File: src/design/u8sd_pkg.sv
// Package for the UTF-8 stream decoder.
// Holds the status codes, beat and result types and the byte constants.
// No dependencies; every other file imports it.
package u8sd_pkg;

  localparam int unsigned CP_BITS  = 31;
  localparam int unsigned LN_BITS  = 32;
  localparam int unsigned REM_BITS = 3;

  localparam logic [7:0] LF_BYTE = 8'h0A;

  // Result status codes
  typedef enum logic [1:0] {
    ST_CHAR      = 2'd0,
    ST_BAD_LEAD  = 2'd1,
    ST_TRUNCATED = 2'd2
  } status_t;

  // One input beat
  typedef struct packed {
    logic [7:0] data_byte;
    logic       stream_end;
  } in_beat_t;

  // One result beat
  typedef struct packed {
    logic [CP_BITS-1:0] code_point;
    logic [LN_BITS-1:0] line_number;
    status_t            status;
    logic               final_result;
  } result_t;

endpackage

File: src/design/u8sd_ifs.sv
// Valid/ready channel interfaces of the UTF-8 stream decoder.
// Depends on u8sd_pkg for the status type and field widths.
interface u8sd_in_if;
  logic       valid;
  logic       ready;
  logic [7:0] data_byte;
  logic       stream_end;

  modport source (output valid, data_byte, stream_end, input ready);
  modport sink   (input valid, data_byte, stream_end, output ready);
endinterface

interface u8sd_out_if import u8sd_pkg::*; ();
  logic               valid;
  logic               ready;
  logic [CP_BITS-1:0] code_point;
  logic [LN_BITS-1:0] line_number;
  status_t            status;
  logic               final_result;

  modport source (output valid, code_point, line_number, status, final_result, input ready);
  modport sink   (input valid, code_point, line_number, status, final_result, output ready);
endinterface

File: src/design/u8sd_in_stage.sv
// Input register of the UTF-8 stream decoder.
// Depends on u8sd_pkg for the beat type.
module u8sd_in_stage import u8sd_pkg::*; (
  input  logic     clk,
  input  logic     rst_n,
  input  logic     in_valid,
  output logic     in_ready,
  input  in_beat_t in_data,
  input  logic     advance,
  output logic     beat_valid_r,
  output in_beat_t beat_r
);

  logic beat_valid_nxt;

  // Take a new beat when empty or when the held beat moves on
  assign in_ready = !beat_valid_r || advance;

  always_comb begin
    beat_valid_nxt = beat_valid_r;
    if (in_ready) begin
      beat_valid_nxt = in_valid;
    end
  end

  always_ff @(posedge clk) begin
    if (!rst_n) begin
      beat_valid_r <= 1'b0;
    end else begin
      beat_valid_r <= beat_valid_nxt;
    end
  end

  // Payload holds while the stage is stalled
  always_ff @(posedge clk) begin
    if (in_ready && in_valid) begin
      beat_r <= in_data;
    end
  end

endmodule

File: src/design/u8sd_decode.sv
// Decode step of the UTF-8 stream decoder: sequence state, line counter
// and the combinational decode of one byte. Depends on u8sd_pkg.
module u8sd_decode import u8sd_pkg::*; #(
  parameter int unsigned LINE_BITS = 32
) (
  input  logic     clk,
  input  logic     rst_n,
  input  logic     step,
  input  in_beat_t beat,
  output logic     res_emit,
  output result_t  res
);

  logic [CP_BITS-1:0]   part_r, part_nxt;
  logic [REM_BITS-1:0]  rem_r, rem_nxt;
  logic [LINE_BITS-1:0] line_r, line_nxt;
  logic                 disc_r, disc_nxt;

  logic [7:0]          b;
  logic [4:0]          lead_mask;
  logic [REM_BITS-1:0] lead_len;
  logic [CP_BITS-1:0]  shifted;
  logic [LN_BITS-1:0]  line_out;

  assign b       = beat.data_byte;
  assign shifted = {part_r[CP_BITS-7:0], b[5:0]};

  // Report the low 32 bits of the line counter, zero-extended when it is narrower
  generate
    if (LINE_BITS >= LN_BITS) begin : g_line_trunc
      assign line_out = line_r[LN_BITS-1:0];
    end else begin : g_line_ext
      assign line_out = {{(LN_BITS - LINE_BITS){1'b0}}, line_r};
    end
  endgenerate

  // Classify the lead byte: sequence length and payload mask
  always_comb begin
    lead_mask = 5'h00;
    lead_len  = 3'd0;
    if (b inside {[8'hC0:8'hDF]}) begin
      lead_mask = 5'h1F;
      lead_len  = 3'd1;
    end else if (b inside {[8'hE0:8'hEF]}) begin
      lead_mask = 5'h0F;
      lead_len  = 3'd2;
    end else if (b inside {[8'hF0:8'hF7]}) begin
      lead_mask = 5'h07;
      lead_len  = 3'd3;
    end else if (b inside {[8'hF8:8'hFB]}) begin
      lead_mask = 5'h03;
      lead_len  = 3'd4;
    end else if (b inside {[8'hFC:8'hFD]}) begin
      lead_mask = 5'h01;
      lead_len  = 3'd5;
    end
  end

  // Advance the sequence state and form the result of this byte
  always_comb begin
    part_nxt         = part_r;
    rem_nxt          = rem_r;
    line_nxt         = line_r;
    disc_nxt         = disc_r;
    res_emit         = 1'b0;
    res.code_point   = '0;
    res.line_number  = line_out;
    res.status       = ST_CHAR;
    res.final_result = beat.stream_end;
    if (step) begin
      if (disc_r) begin
        // drop bytes until the end of the stream
      end else if (rem_r != '0) begin
        part_nxt = shifted;
        rem_nxt  = rem_r - 3'd1;
        if (rem_r == 3'd1) begin
          res_emit       = 1'b1;
          res.code_point = shifted;
          part_nxt       = '0;
        end else if (beat.stream_end) begin
          res_emit   = 1'b1;
          res.status = ST_TRUNCATED;
        end
      end else if (!b[7]) begin
        res_emit       = 1'b1;
        res.code_point = {{(CP_BITS - 8){1'b0}}, b};
        if (b == LF_BYTE && line_r != '1) begin
          line_nxt = line_r + LINE_BITS'(1);
        end
      end else if (lead_len == '0) begin
        res_emit         = 1'b1;
        res.status       = ST_BAD_LEAD;
        res.final_result = 1'b1;
        disc_nxt         = 1'b1;
      end else if (beat.stream_end) begin
        res_emit   = 1'b1;
        res.status = ST_TRUNCATED;
      end else begin
        part_nxt = {{(CP_BITS - 5){1'b0}}, b[4:0] & lead_mask};
        rem_nxt  = lead_len;
      end
      // Return to the start state after the stream's last byte
      if (beat.stream_end) begin
        part_nxt = '0;
        rem_nxt  = '0;
        line_nxt = LINE_BITS'(1);
        disc_nxt = 1'b0;
      end
    end
  end

  always_ff @(posedge clk) begin
    if (!rst_n) begin
      part_r <= '0;
      rem_r  <= '0;
      line_r <= LINE_BITS'(1);
      disc_r <= 1'b0;
    end else begin
      part_r <= part_nxt;
      rem_r  <= rem_nxt;
      line_r <= line_nxt;
      disc_r <= disc_nxt;
    end
  end

  a_end_clears: assert property (@(posedge clk) disable iff (!rst_n)
    step && beat.stream_end |=> line_r == LINE_BITS'(1) && rem_r == '0 && !disc_r)
    else $error("state not cleared after end of stream");

  a_disc_no_seq: assert property (@(posedge clk) disable iff (!rst_n)
    disc_r |-> rem_r == '0)
    else $error("sequence open while dropping");

  a_rem_range: assert property (@(posedge clk) disable iff (!rst_n)
    rem_r <= 3'd5)
    else $error("continuation count out of range");

  a_err_final: assert property (@(posedge clk) disable iff (!rst_n)
    res_emit && res.status != ST_CHAR |-> res.final_result && res.code_point == '0)
    else $error("error result not final or not zero");

endmodule

File: src/design/u8sd_out_stage.sv
// Result register of the UTF-8 stream decoder.
// Depends on u8sd_pkg for the result type.
module u8sd_out_stage import u8sd_pkg::*; (
  input  logic    clk,
  input  logic    rst_n,
  input  logic    load_valid,
  input  result_t load_data,
  output logic    advance,
  output logic    out_valid_r,
  input  logic    out_ready,
  output result_t out_data_r
);

  logic out_valid_nxt;

  // Move on when the register is empty or its beat is taken
  assign advance = !out_valid_r || out_ready;

  always_comb begin
    out_valid_nxt = out_valid_r;
    if (advance) begin
      out_valid_nxt = load_valid;
    end
  end

  always_ff @(posedge clk) begin
    if (!rst_n) begin
      out_valid_r <= 1'b0;
    end else begin
      out_valid_r <= out_valid_nxt;
    end
  end

  // Hold the result while stalled
  always_ff @(posedge clk) begin
    if (advance && load_valid) begin
      out_data_r <= load_data;
    end
  end

endmodule

File: src/design/utf8_stream_decoder.sv
// Streaming UTF-8 decoder: 1 to 6 byte forms to 31-bit code points with line numbers.
// Depends on u8sd_pkg, u8sd_ifs, u8sd_in_stage, u8sd_decode, u8sd_out_stage.
//
// The decoder takes one byte per clock cycle while the result side does not
// stall and gives at most one result per byte: the byte is held in the input
// register and then decoded into the result register. The rate is set
// by the single decode step between those registers, which updates the
// sequence state and line counter on each decoded byte, so bytes may follow
// back to back while the result register drains. A stall on the result
// side holds both registers and lowers in_beat.ready once the input
// register holds a beat. A bad lead byte or a
// stream that ends inside a sequence gives one error result with
// final_result set; the rest of that stream is dropped. The line counter
// is LINE_BITS wide and saturates; line_number carries its low 32 bits.
module utf8_stream_decoder import u8sd_pkg::*; #(
  parameter int unsigned LINE_BITS = 32
) (
  input  logic              clk,
  input  logic              rst_n,
  u8sd_in_if.sink           in_beat,
  u8sd_out_if.source        out_beat
);

  in_beat_t in_data;
  in_beat_t beat_r;
  logic     beat_valid_r;
  logic     advance;
  logic     step;
  logic     res_emit;
  result_t  res;
  result_t  out_data_r;
  logic     out_valid_r;

  assign in_data.data_byte  = in_beat.data_byte;
  assign in_data.stream_end = in_beat.stream_end;

  u8sd_in_stage u_in_stage (
    .clk          (clk),
    .rst_n        (rst_n),
    .in_valid     (in_beat.valid),
    .in_ready     (in_beat.ready),
    .in_data      (in_data),
    .advance      (advance),
    .beat_valid_r (beat_valid_r),
    .beat_r       (beat_r)
  );

  // Decode the held beat whenever the result register can take its result
  assign step = beat_valid_r && advance;

  u8sd_decode #(
    .LINE_BITS (LINE_BITS)
  ) u_decode (
    .clk      (clk),
    .rst_n    (rst_n),
    .step     (step),
    .beat     (beat_r),
    .res_emit (res_emit),
    .res      (res)
  );

  u8sd_out_stage u_out_stage (
    .clk         (clk),
    .rst_n       (rst_n),
    .load_valid  (res_emit),
    .load_data   (res),
    .advance     (advance),
    .out_valid_r (out_valid_r),
    .out_ready   (out_beat.ready),
    .out_data_r  (out_data_r)
  );

  assign out_beat.valid        = out_valid_r;
  assign out_beat.code_point   = out_data_r.code_point;
  assign out_beat.line_number  = out_data_r.line_number;
  assign out_beat.status       = out_data_r.status;
  assign out_beat.final_result = out_data_r.final_result;

endmodule
File: src/flat_wrapper.sv
// flat-port wrapper written by rule: the top's interface ports become plain ports
module utf8_stream_decoder_flat import u8sd_pkg::*;
#(
  parameter int unsigned LINE_BITS = 32
)
  (clk, rst_n, in_beat_valid, in_beat_data_byte, in_beat_stream_end, in_beat_ready, out_beat_valid, out_beat_code_point, out_beat_line_number, out_beat_status, out_beat_final_result, out_beat_ready);
  u8sd_in_if in_beat_i ();
  u8sd_out_if out_beat_i ();
  input  logic clk;
  input  logic rst_n;
  input wire logic [$bits(in_beat_i.valid)-1:0] in_beat_valid;
  input wire logic [$bits(in_beat_i.data_byte)-1:0] in_beat_data_byte;
  input wire logic [$bits(in_beat_i.stream_end)-1:0] in_beat_stream_end;
  output wire logic [$bits(in_beat_i.ready)-1:0] in_beat_ready;
  output wire logic [$bits(out_beat_i.valid)-1:0] out_beat_valid;
  output wire logic [$bits(out_beat_i.code_point)-1:0] out_beat_code_point;
  output wire logic [$bits(out_beat_i.line_number)-1:0] out_beat_line_number;
  output wire logic [$bits(out_beat_i.status)-1:0] out_beat_status;
  output wire logic [$bits(out_beat_i.final_result)-1:0] out_beat_final_result;
  input wire logic [$bits(out_beat_i.ready)-1:0] out_beat_ready;
  assign in_beat_i.valid = in_beat_valid;
  assign in_beat_i.data_byte = in_beat_data_byte;
  assign in_beat_i.stream_end = in_beat_stream_end;
  assign in_beat_ready = in_beat_i.ready;
  assign out_beat_valid = out_beat_i.valid;
  assign out_beat_code_point = out_beat_i.code_point;
  assign out_beat_line_number = out_beat_i.line_number;
  assign out_beat_status = out_beat_i.status;
  assign out_beat_final_result = out_beat_i.final_result;
  assign out_beat_i.ready = out_beat_ready;
  utf8_stream_decoder #(.LINE_BITS(LINE_BITS)) u_core (.clk(clk), .rst_n(rst_n), .in_beat(in_beat_i), .out_beat(out_beat_i));
endmodule
File: config.mk
export PLATFORM = sky130hd
export DESIGN_NAME = utf8_stream_decoder_flat
export DESIGN_NICKNAME = d
export VERILOG_FILES = /design/src/design/u8sd_pkg.sv /design/src/design/u8sd_ifs.sv /design/src/design/u8sd_in_stage.sv /design/src/design/u8sd_decode.sv /design/src/design/u8sd_out_stage.sv /design/src/design/utf8_stream_decoder.sv /design/src/flat_wrapper.sv
export SDC_FILE = /design/constraint.sdc
export NUM_CORES = 1
export LEC_CHECK = 0
export BUFFER_PORTS_ARGS = -buffer_cell sky130_fd_sc_hd__buf_2
export CAP_MARGIN = 0
export CORE_UTILIZATION = 60
export DETAILED_ROUTE_END_ITERATION = 6
export HOLD_SLACK_MARGIN = 0.1
export PLACE_DENSITY = 0.83
export SETUP_SLACK_MARGIN = 0.3
export SLEW_MARGIN = 10
export SYNTH_ARGS = -nofsm -noshare
export SYNTH_HDL_FRONTEND = slang
export SYNTH_SLANG_ARGS = --single-unit
File: constraint.sdc
create_clock -name clk -period 14.6 [get_ports clk]
set_clock_uncertainty 0.2 [all_clocks]
set_input_delay 2.92 -clock clk [delete_from_list [all_inputs] [get_ports clk]]
set_output_delay 2.92 -clock clk [all_outputs]
set_load 0.02 [all_outputs]
# Yosys cells after proc, flatten, opt, wreduce, memory -nomap -nowiden
# Index checks and enable logic that the tools add are counted.
[totals]
out_inout_bits = 68
ramBits = 0
n_memories = 0
regBits = 138
elab_cells = 103
rom_bits = 0
latchBits = 0
[op_classes]
eq_ne = 7
div_mod_pow = 0
mul = 0
bitwise_logic = 2
n_addsub = 2
n_lt_le_gt_ge = 10
muxes = 50
shift = 0
n_reduce_logical = 20
[ops]
columns = ["op", "n"]
rows = [
  ["32-bit two-way mux", 5],
  ["25-bit two-way mux", 6],
  ["31-bit two-way mux", 2],
  ["8-bit >= comparator, second input constant", 5],
  ["8-bit less-or-equal comparator, second input constant", 5],
  ["3-bit two-way mux", 12],
  ["32-bit by 1-bit adder with 32-bit output, second input constant", 1],
  ["32-bit inequality test, second input constant", 1],
  ["1-bit two-way mux", 17],
  ["2-bit two-way mux", 5],
  ["1-bit logical AND", 9],
  ["8-bit by 4-bit == test with 1-bit output, second input constant", 1],
  ["7-bit two-way mux", 1],
  ["3-bit nonzero test", 2],
  ["5-bit bitwise AND", 1],
  ["5-bit two-way mux", 1],
  ["5-bit AND reduction", 1],
  ["4-bit two-way mux", 1],
  ["2-bit by 1-bit inequality test with 1-bit output, second input constant", 2],
  ["4-bit AND reduction", 1],
  ["3-bit by 1-bit == test with 1-bit output, second input constant", 1],
  ["3-bit zero test", 1],
  ["3-bit by 2-bit inequality test with 1-bit output, second input constant", 1],
  ["3-bit by 1-bit subtractor with 3-bit output, second input constant", 1],
  ["6 further kinds", 8],
]

# Logic depth before layout (Yosys ltp)
# Gate-level depths: netlist of the first run.
[logic_depth]
depth_word = 14
depth_mapped = 10

# Cells and area by module
# A second synthesis of the first run with hierarchy kept.
[hier_totals]
hier_cells = 513
area_unflattened_um2 = 5803.1
[by_module_without_submodules]
columns = ["module", "cells_per_inst", "seq_area_each_um2", "n_inst", "area_per_inst_um2"]
rows = [
  ["u8sd_decode", 427, 1221.2, 1, 3429.5],
  ["u8sd_out_stage", 71, 2001.9, 1, 2039.5],
  ["u8sd_in_stage", 14, 290.3, 1, 327.8],
  ["utf8_stream_decoder", 1, 0.0, 1, 6.3],
]

# Worst setup path after synthesis of the first run
# Ideal clock, no wire load.
[synth_timing]
kind = "input to register"
start = "in out_beat_ready"
end = "reg, netlist name u_core.u_out_stage.out_data_r[0]"
slack_ns = 5.977
stages = 4
t_arrival_ns = 7.849
path_cell_list = "nand2b_1 > nand2b_1 > clkbuf_1 > nor3_1"
[synth_via]
elab_chain_len = 4
[synth_lines]
columns = ["item", "line", "rtl"]
rows = [
  ["from (decl)", "flat_wrapper.sv:20", "input wire logic [$bits(out_beat_i.ready)-1:0] out_beat_ready;"],
  ["1-bit logical OR (*)", "u8sd_out_stage.sv:17", "assign advance = !out_valid_r || out_ready;"],
  ["1-bit logical AND", "utf8_stream_decoder.sv:49", "assign step = beat_valid_r && advance;"],
  ["1-bit two-way mux", "u8sd_decode.sv:70", "if (step) begin"],
  ["1-bit logical AND (*)", "u8sd_out_stage.sv:36", "if (advance && load_valid) begin"],
]
# Every way passes the cells marked *; elsewhere a longest branch is shown, timed or not.
# A chain may end at the register's enable or synchronous reset.

# Final worst setup path of the first run
[layout_timing]
start = "in out_beat_ready"
end = "out in_beat_ready"
[layout_via]
elab_chain_len = 2
[layout_lines]
columns = ["item", "line", "rtl"]
rows = [
  ["1-bit logical OR", "u8sd_out_stage.sv:17", ""],
  ["1-bit logical OR", "u8sd_in_stage.sv:17", "assign in_ready = !beat_valid_r || advance;"],
  ["to (decl)", "flat_wrapper.sv:14", "output wire logic [$bits(in_beat_i.ready)-1:0] in_beat_ready;"],
]
# No other way between the ends.

==> results of run 1 <==
## layout make-up
cell class                 instances  share of cell area [%]
sequential                       138                   52.88
multi-input combinational        326                   29.32
timing repair buffer              85                   6.591
clock buffer                      18                   6.290
clock inverter                    14                   2.599
tap                              108                   2.034
inverter                           5                  0.2825
## power breakdown
group | switching (mW) | internal, mW
combinational | 0.0350 | 0.0131
sequential | 0.00540 | 0.421
clock | 0.161 | 0.261
## worst max-delay path, cell delays in order
cell,delay [ns]
buf_2,0.10
nor2b_1,0.24
nand2_1,0.10
buf_2,0.17
## flip-flops by register name, indices dropped and copies added (netlist names)
name and flops:
u_core.u_decode.disc_r 1, u_core.u_decode.part_r 25, u_core.u_in_stage.beat_valid_r 1, u_core.u_out_stage.out_data_r 66, u_core.u_in_stage.beat_r 9, u_core.u_out_stage.out_valid_r 1, u_core.u_decode.line_out 32, u_core.u_decode.rem_r 3
## layer usage
metal  track usage (%)  wire length, um  vias up
li1                  -                -     1965
met1             33.17             4912     1993
met2             40.30             5633      174
met3             5.532              644       37
met4             11.02              277        0
met5                 0                0        -
## through the flow
| step | cell area (um^2) | power, mW | worst slack, ns |
|---|---|---|---|
| CTS | 6644 | 0.9005 | 7.953 |
| floorplan | 5583 | 0.4677 | 5.977 |
| global placement | 6053 | 0.4806 | 7.999 |
| global route | 6644 | 0.9220 | 7.896 |
| finish | 6644 | 0.8964 | 7.947 |
| detailed placement | 6053 | 0.4825 | 7.960 |
## cells in the final DEF (no fill, tap or decap), types with 3 or more instances in the layout
| cell type | Yosys | routed |
|---|---|---|
| a21boi_0 | 26 | 26 |
| nand2b_1 | 4 | 4 |
| a21oi_1 | 32 | 32 |
| dfxtp_1 | 63 | 63 |
| and3_1 | 10 | 10 |
| buf_2 | 2 | 80 |
| nand3_1 | 38 | 38 |
| xor2_1 | 7 | 7 |
| o21ai_0 | 26 | 26 |
| bufinv_16 | 0 | 3 |
| ha_1 | 4 | 4 |
| and4_1 | 7 | 7 |
| or4_1 | 3 | 3 |
| or4_4 | 3 | 3 |
| nor2_1 | 15 | 15 |
| and2_1 | 35 | 35 |
| nor3b_1 | 3 | 3 |
| edfxtp_1 | 75 | 75 |
| clkbuf_16 | 0 | 16 |
| nand4_1 | 11 | 11 |
| inv_1 | 5 | 5 |
| nor3_1 | 5 | 4 |
| nand2_1 | 46 | 46 |
| clkinv_2 | 0 | 3 |
| nor2b_1 | 8 | 8 |
| buf_4 | 0 | 5 |
| clkinv_4 | 0 | 4 |
| or3_1 | 20 | 20 |
## logic make-up (layout without fill, tap and decap cells)
kind of cell,after synthesis,after routing,synth area share [%]
fa+ha+maj,4,4,0.8965
xor+xnor,7,7,1.098
flops,138,138,62.93
buf+inv,29,122,2.264
compound gates,99,99,10.98
simple gates,216,216,21.83
## worst min-delay path by stage
stage                                                  from                                 endpoint  slack [ns]  cells after the start
detailed placement      u_core.u_decode.disc_r$_SDFFE_PN0P_      u_core.u_decode.disc_r$_SDFFE_PN0P_        0.25                      2
finish              u_core.u_decode.part_r[20]$_SDFFE_PN0P_  u_core.u_decode.part_r[20]$_SDFFE_PN0P_        0.26                      2
global placement        u_core.u_decode.disc_r$_SDFFE_PN0P_      u_core.u_decode.disc_r$_SDFFE_PN0P_        0.24                      2
CTS                 u_core.u_decode.part_r[20]$_SDFFE_PN0P_  u_core.u_decode.part_r[20]$_SDFFE_PN0P_        0.27                      2
floorplan               u_core.u_decode.disc_r$_SDFFE_PN0P_      u_core.u_decode.disc_r$_SDFFE_PN0P_        0.22                      2
global route        u_core.u_decode.part_r[20]$_SDFFE_PN0P_  u_core.u_decode.part_r[20]$_SDFFE_PN0P_        0.30                      2
==> flow_summary.toml, run 1 <==
[global_route]
grt_pass1_wl_mm = 18.84
antenna_found_initial = 0
grtUsageTotal_pct = 25.12
first_global_vias = 3904
grt_max_degree = 46
overflow = 0

[outcome]
violations = "DRC"
status = "finished, violations left"

[synthesis]
synth-edff-count = 75
yosysTopAreaCellShare_pct = 40.34
ys_top_cells_by_count = "75 x edfxtp_1, 63 x dfxtp_1, 46 x nand2_1"
synth_ff_type = "edfxtp_1"
synth_fp_nets = 510
async_flop_share_pct = 0
postSynthCellCount = 493
synth.avg_cell_area_um2 = 11.32
ys.warnings.count = 0
synthesis.area_um2 = 5583
yosysSeqAreaShare_pct = 62.93
synth_area_leaders = "edfxtp_1 40%, dfxtp_1 23%, and2_1 3.9%, a21boi_0 3.5%, nand3_1 3.4%"
ys_ff_latch = 138
ys_types = 43
yosysMostFrequentCell = "edfxtp_1"
yosysTopAreaCell = "edfxtp_1"

[cts]
cts.sinks = 138
root_buffer = "clkbuf_8"
insertion_delay_ns = 0.51
cts_tree = "built"
cts-resized-gates = 0
postCtsHoldBufs = 0
htree_levels = 4
clockBufferDepth = 2
cts_buffers = 17
clkTransAtPathRegs_ns = 0.06
postCtsSetupBuffers = 0

[sta]
tightest_slew_ns = 1.037
whs_ns = 0.2638
post-route-min-period_ns = 6.653
rsz0062_at_grt = "false"
slew_viol_final = 0
slew_headroom_pct = 30.89
setup_tns_ns = 0
finalSetupViolations = 0
hold_viol_final = 0
timing.final.crit_share_pct = 45.57
fmax_ghz = 0.1503

[worst_setup_path]
startpoint_type = "primary input"
worstPathArrival_ns = 3.53
crit-reg2reg-capture = "u_core.u_decode.line_out[5]$_SDFFE_PN0P_"
r2r_start = "u_core.u_decode.line_out[9]$_SDFFE_PN0P_"
startpoint = "out_beat_ready"
crit_fanout = 4
endpoint = "in_beat_ready"
cp.required_ns = 11.48
r2r_setup_slack_ns = 11.54
critical_path_class = "in -> out"
endpoint_kind = "primary output"
reg2reg_depth = 6

[drt]
drc = 6
drt_first_pass_iters = 7
routed_wl_mm = 11.47
vias_per_cell = 6.007
drt_iter0_markers = 312
drtAntennaViolNets = 0
route.detailed.wl_per_inst_um = 16.52
vias = 4169

[floorplan]
fp.dieH_um = 98.46
rows = 34
initial_core_util_pct = 63.09
die_w_um = 98.46
dieArea_um2 = 9694
io_pins = 81
core_area_um2 = 8848

[min_path]
hold_class = "reg -> reg"

[final_layout]
drive_above_1_share_pct = 21.50
final_nets = 590
fillers = 586
final_util_pct = 75.08
multi_input_area_um2 = 1948
area_delta_synth_final_pct = 19.00
fin_cells = 694
seq_area_um2 = 3513
antenna_cells = 0

[pwr]
power.density_nw_per_um2 = 134.9
ir_drop_uv = 87.25
leakagePower_nw = 2.426

[placement]
place.gp.congestion = 0.8623
dp.cells = 662
hpwl_mm = 7.293
port_buffers = 80

[job]
drv_cap = 0
Power figures use the tool's default switching activity.
==> inputs of run 2 (changes only) <==
Settings changed: CORE_UTILIZATION 60 to 57, PLACE_DENSITY 0.83 to 0.8.
Clock period 14.6 ns to 6.85 ns, I/O delays scaled along.
==> run 2 against run 1 <==
  * The flow now finishes without violations
  * Critical path depth unchanged
  * Critical endpoint unchanged
  * First-iteration DRC count fell by 27%
  * Clock power grew 110%
  * Register-to-register slack got worse by 8.0 ns
  * Design area grew 0.13%
  * Wire length shrank 3.6%
  * Global-route usage decreased by 1.7 points
  * Worst setup slack lost 4.6 ns
  * Largest cell class unchanged
  * Sequential cell count did not move
  * Combinational power rose by 110%
  * Sequential share of layout area down 0.070 points
==> flow_summary.toml, run 2 (synthesized netlist as in run 1, its figures left out) <==
[job]
drv_cap = 0

[worst_setup_path]
cp.required_ns = 5.28
endpoint_kind = "primary output"
startpoint_type = "primary input"
critical_path_class = "in -> out"
worstPathArrival_ns = 1.97
crit_fanout = 4

[pwr]
leakagePower_nw = 2.415
power.density_nw_per_um2 = 283.7
ir_drop_uv = 198.0
fin_total_pwr_mw = 1.888

[global_route]
grtUsageTotal_pct = 23.40
grt_pass1_wl_mm = 18.22
antenna_found_initial = 0
grt_max_degree = 46
first_global_vias = 3802
overflow = 0

[drt]
drtAntennaViolNets = 0
drc = 0
vias_per_cell = 5.655
vias = 4038
route.detailed.wl_per_inst_um = 15.49
drt_iter0_markers = 229
routed_wl_mm = 11.06
drt_first_pass_iters = 5

[floorplan]
fp.dieH_um = 101.0
dieArea_um2 = 10190
core_area_um2 = 9371
rows = 35
initial_core_util_pct = 59.57
die_w_um = 101.0
io_pins = 81

[outcome]
status = "finished, final reports clean"

[placement]
dp.cells = 682
place.gp.congestion = 0.8659
hpwl_mm = 6.994
port_buffers = 80

[cts]
cts-resized-gates = 0
postCtsSetupBuffers = 0
cts_tree = "built"
clockBufferDepth = 2
root_buffer = "clkbuf_8"
insertion_delay_ns = 0.52
cts.sinks = 138
postCtsHoldBufs = 0
clkTransAtPathRegs_ns = 0.06
cts_buffers = 17
htree_levels = 4

[final_layout]
fillers = 695
fin_cells = 714
drive_above_1_share_pct = 21.37
final_nets = 589
mostFrequentLayoutCell = "buf_2"
area_delta_synth_final_pct = 19.16
mostFrequentLayoutCells = "80 x buf_2, 75 x edfxtp_1, 63 x dfxtp_1"
max_flop_register = "u_core.u_out_stage.out_data_r"
largest_reg_flops = 66
antenna_cells = 0

[sta]
timing.final.crit_share_pct = 51.64
whs_ns = 0.2620
fmax_ghz = 0.2827
setup_tns_ns = 0
post-route-min-period_ns = 3.537
slew_viol_final = 0
hold_viol_final = 0
tightest_slew_ns = 1.118
rsz0062_at_grt = "false"
finalSetupViolations = 0
slew_headroom_pct = 25.25

[min_path]
hold_class = "reg -> reg"
-- run 2: per-stage QoR --
step           util (%)  worst slack, ns  instance area (um^2)
2_1_floorplan         -            1.817                  5588
3_3_place_gp      64.86            3.003                  6078
3_5_place_dp      64.86            2.875                  6078
4_1_cts           70.99            3.312                  6653
5_1_grt           70.99            3.190                  6653
6_report          70.99            3.313                  6653
-- run 2: per-layer routing --
layer / vias to the layer above / track usage [%] / wire (um)
li1: 1963 / - / -
met5: - / 0 / 0
met4: 0 / 10.37 / 225
met2: 162 / 37.67 / 5477
met3: 27 / 5.548 / 610
met1: 1886 / 30.30 / 4745
-- run 2: final timing paths --
path	start	to	slack [ns]	cells past startpoint
min	u_core.u_decode.part_r[19]$_SDFFE_PN0P_	u_core.u_decode.part_r[19]$_SDFFE_PN0P_	0.26	2
max	out_beat_ready	in_beat_ready	3.31	4
min reg2reg	u_core.u_decode.part_r[19]$_SDFFE_PN0P_	u_core.u_decode.part_r[19]$_SDFFE_PN0P_	0.26	2
max reg2reg	u_core.u_decode.rem_r[0]$_SDFFE_PN0P_	u_core.u_out_stage.out_data_r[13]$_DFFE_PP_	3.53	8
-- run 2: critical path, stage by stage --
cell and delay [ns]:
buf_2 0.10, nor2b_1 0.22, nand2_1 0.11, buf_2 0.17
-- run 2: power by group --
part	internal (mW)	total, mW	switching [mW]	leakage, nW
clock network	0.530	0.878	0.348	0.279
registers	0.897	0.908	0.0111	1.21
logic	0.0277	0.101	0.0738	0.925
-- run 2: cell type report --
class / instances / area (um^2) / share of cell area, %
tap: 129 / 161.4 / 2.426
sequential: 138 / 3513 / 52.81
clock inverter: 13 / 142.6 / 2.144
clock buffer: 19 / 431.7 / 6.489
multi-input combinational: 326 / 1954 / 29.38
timing repair buffer: 84 / 430.4 / 6.470
inverter: 5 / 18.77 / 0.2821
==> inputs of run 3 (changes only) <==
Settings changed: CORE_UTILIZATION 57 to 51, PLACE_DENSITY 0.8 to 0.75.
Clock period 6.85 ns to 2.9 ns, I/O delays scaled along.
==> run 3 against run 2 <==
  * Worst setup slack lost 3.0 ns
  * Sequential cell count did not move
  * Register-to-register slack got worse by 3.2 ns
  * Design area grew 7.2%
  * Largest cell class unchanged
  * Power grew to 2.6 times the previous value
  * Via count increased by 5.2%
  * Largest power group is now the clock network
  * Critical path depth grew 2
==> flow_summary.toml, run 3 (synthesized netlist as in run 1, its figures left out) <==
[worst_setup_path]
endpoint_kind = "flip-flop"
critical_path_class = "reg -> reg"
r2r_setup_slack_ns = 0.29
r2r_start = "u_core.u_in_stage.beat_r[2]$_DFFE_PP_"
startpoint_type = "flip-flop"
worstPathArrival_ns = 2.86
crit_fanout = 10
cp.required_ns = 3.15
reg2reg_depth = 6
crit-reg2reg-capture = "u_core.u_decode.line_out[17]$_SDFFE_PN0P_"

[floorplan]
fp.dieH_um = 106.6
io_pins = 81
core_area_um2 = 10460
die_w_um = 106.6
initial_core_util_pct = 53.36
rows = 37
dieArea_um2 = 11370

[pwr]
fin_total_pwr_mw = 4.931
power.density_nw_per_um2 = 691.5
ir_drop_uv = 337.9
leakagePower_nw = 2.643

[min_path]
hold_end = "u_core.u_out_stage.out_valid_r$_SDFFE_PN0P_"
min-delay-start = "out_beat_ready"
hold_class = "in -> reg"
hold_depth = 3

[final_layout]
drive_above_1_share_pct = 25.28
fillers = 764
antenna_cells = 0
area_delta_synth_final_pct = 27.72
seq_area_um2 = 3515
max_flop_register = "u_core.u_out_stage.out_data_r"
fin_cells = 753
mostFrequentLayoutCell = "buf_2"
largest_reg_flops = 66
final_nets = 621
mostFrequentLayoutCells = "80 x buf_2, 75 x edfxtp_1, 62 x dfxtp_1"
multi_input_area_um2 = 2042

[cts]
insertion_delay_ns = 0.52
cts_buffers = 17
cts_tree = "built"
clockBufferDepth = 2
clkTransAtPathRegs_ns = 0.06
root_buffer = "clkbuf_8"
htree_levels = 4
cts.sinks = 138

[placement]
hpwl_mm = 7.456
dp.cells = 703
place.gp.congestion = 0.8938
port_buffers = 80

[outcome]
status = "finished, final reports clean"

[sta]
slew_headroom_pct = 62.29
finalSetupViolations = 0
post-route-min-period_ns = 2.611
tightest_slew_ns = 0.5657
hold_viol_final = 0
fmax_ghz = 0.3830
timing.final.crit_share_pct = 90.03
rsz0062_at_grt = "true"
slew_viol_final = 0

[global_route]
overflow = 0
grtUsageTotal_pct = 22.19
grt_pass1_wl_mm = 19.50
grt_max_degree = 45
antenna_found_initial = 0
first_global_vias = 4033

[drt]
route.detailed.wl_per_inst_um = 15.81
routed_wl_mm = 11.91
drtAntennaViolNets = 0
drc = 0
drt_iter0_markers = 248
drt_first_pass_iters = 5
vias_per_cell = 5.639
vias = 4246

[job]
drv_cap = 0
## run 3: cell types whose count changed in the layout (fill, tap and decap cells not counted), moves of 2 or more
cell / delta
a21oi_2: +2
clkbuf_8: +2
a21boi_2: +2
buf_4: +18
bufinv_16: +5
inv_6: -3
dlygate4sd3_1: +10
clkinv_2: -2
a21oi_1: -2
## run 3: report_power, final
part	internal, mW	switching (mW)
logic	0.0911	0.189
clock network	1.73	0.777
registers	2.12	0.0263
## run 3: metrics by stage
| step | TNS [ns] | instance area (um^2) | worst slack, ns | hold WS (ns) | util, % |
|---|---|---|---|---|---|
| 2_1_floorplan | -17.81 | 5630 | -0.2672 | 0.2162 | - |
| 3_3_place_gp | 0 | 6221 | 0.2233 | 0.2361 | 59.46 |
| 3_5_place_dp | 0 | 6221 | 0.1120 | 0.2543 | 59.46 |
| 4_1_cts | 0 | 7099 | 0.2880 | 0.2151 | 67.85 |
| 5_1_grt | 0 | 7131 | 0.2185 | 0.2348 | 68.15 |
| 6_report | 0 | 7131 | 0.2892 | 0.2346 | 68.15 |
## run 3: area by class of cell
cell class | instances | area share [%]
clock inverter | 11 | 3.369
clock buffer | 21 | 6.440
multi-input combinational | 329 | 28.64
tap | 136 | 2.386
inverter | 5 | 0.2632
timing repair buffer | 113 | 9.616
sequential | 138 | 49.29
## run 3: metal layers
layer	GRT usage (%)	wire length (um)	share of wire [%]
met1	28.76	5306	45
met2	35.58	5793	49
met3	5.167	595	5.0
met4	9.883	212	1.8
met5	0	0	0
## run 3: what timing repair did
action / CTS / global route
setup buffers: 5 / 0
resized for setup: 1 / 6
endpoints found under the setup margin: 29 / 44
hold buffers: 10 / 0
pin swaps: 1 / 2
endpoints found under the hold margin: 10 / 0
gates cloned: 3 / 0
## run 3: critical path, stage by stage, from the launching register on
cell and delay (ns):
edfxtp_1 0.46, or4b_1 0.45, or4_4 0.49, nor2_8 0.18, a21boi_4 0.13, or4_1 0.48
a21oi_1 0.15
## run 3: worst max path at each step
stage / cells after the start / from / to / slack (ns)
after floorplan: 4 / out_beat_ready / u_core.u_out_stage.out_data_r[0]$_DFFE_PP_ / -0.27
final: 6 / u_core.u_in_stage.beat_r[2]$_DFFE_PP_ / u_core.u_decode.line_out[17]$_SDFFE_PN0P_ / 0.29
after CTS: 7 / u_core.u_in_stage.beat_r[1]$_DFFE_PP_ / u_core.u_decode.line_out[31]$_SDFFE_PN0P_ / 0.29
after detailed placement: 7 / u_core.u_decode.line_out[0]$_SDFFE_PN1P_ / u_core.u_decode.line_out[25]$_SDFFE_PN0P_ / 0.11
after global placement: 7 / u_core.u_decode.line_out[0]$_SDFFE_PN1P_ / u_core.u_decode.line_out[29]$_SDFFE_PN0P_ / 0.22
after global routing: 6 / u_core.u_decode.line_out[0]$_SDFFE_PN1P_ / u_core.u_decode.line_out[7]$_SDFFE_PN0P_ / 0.22
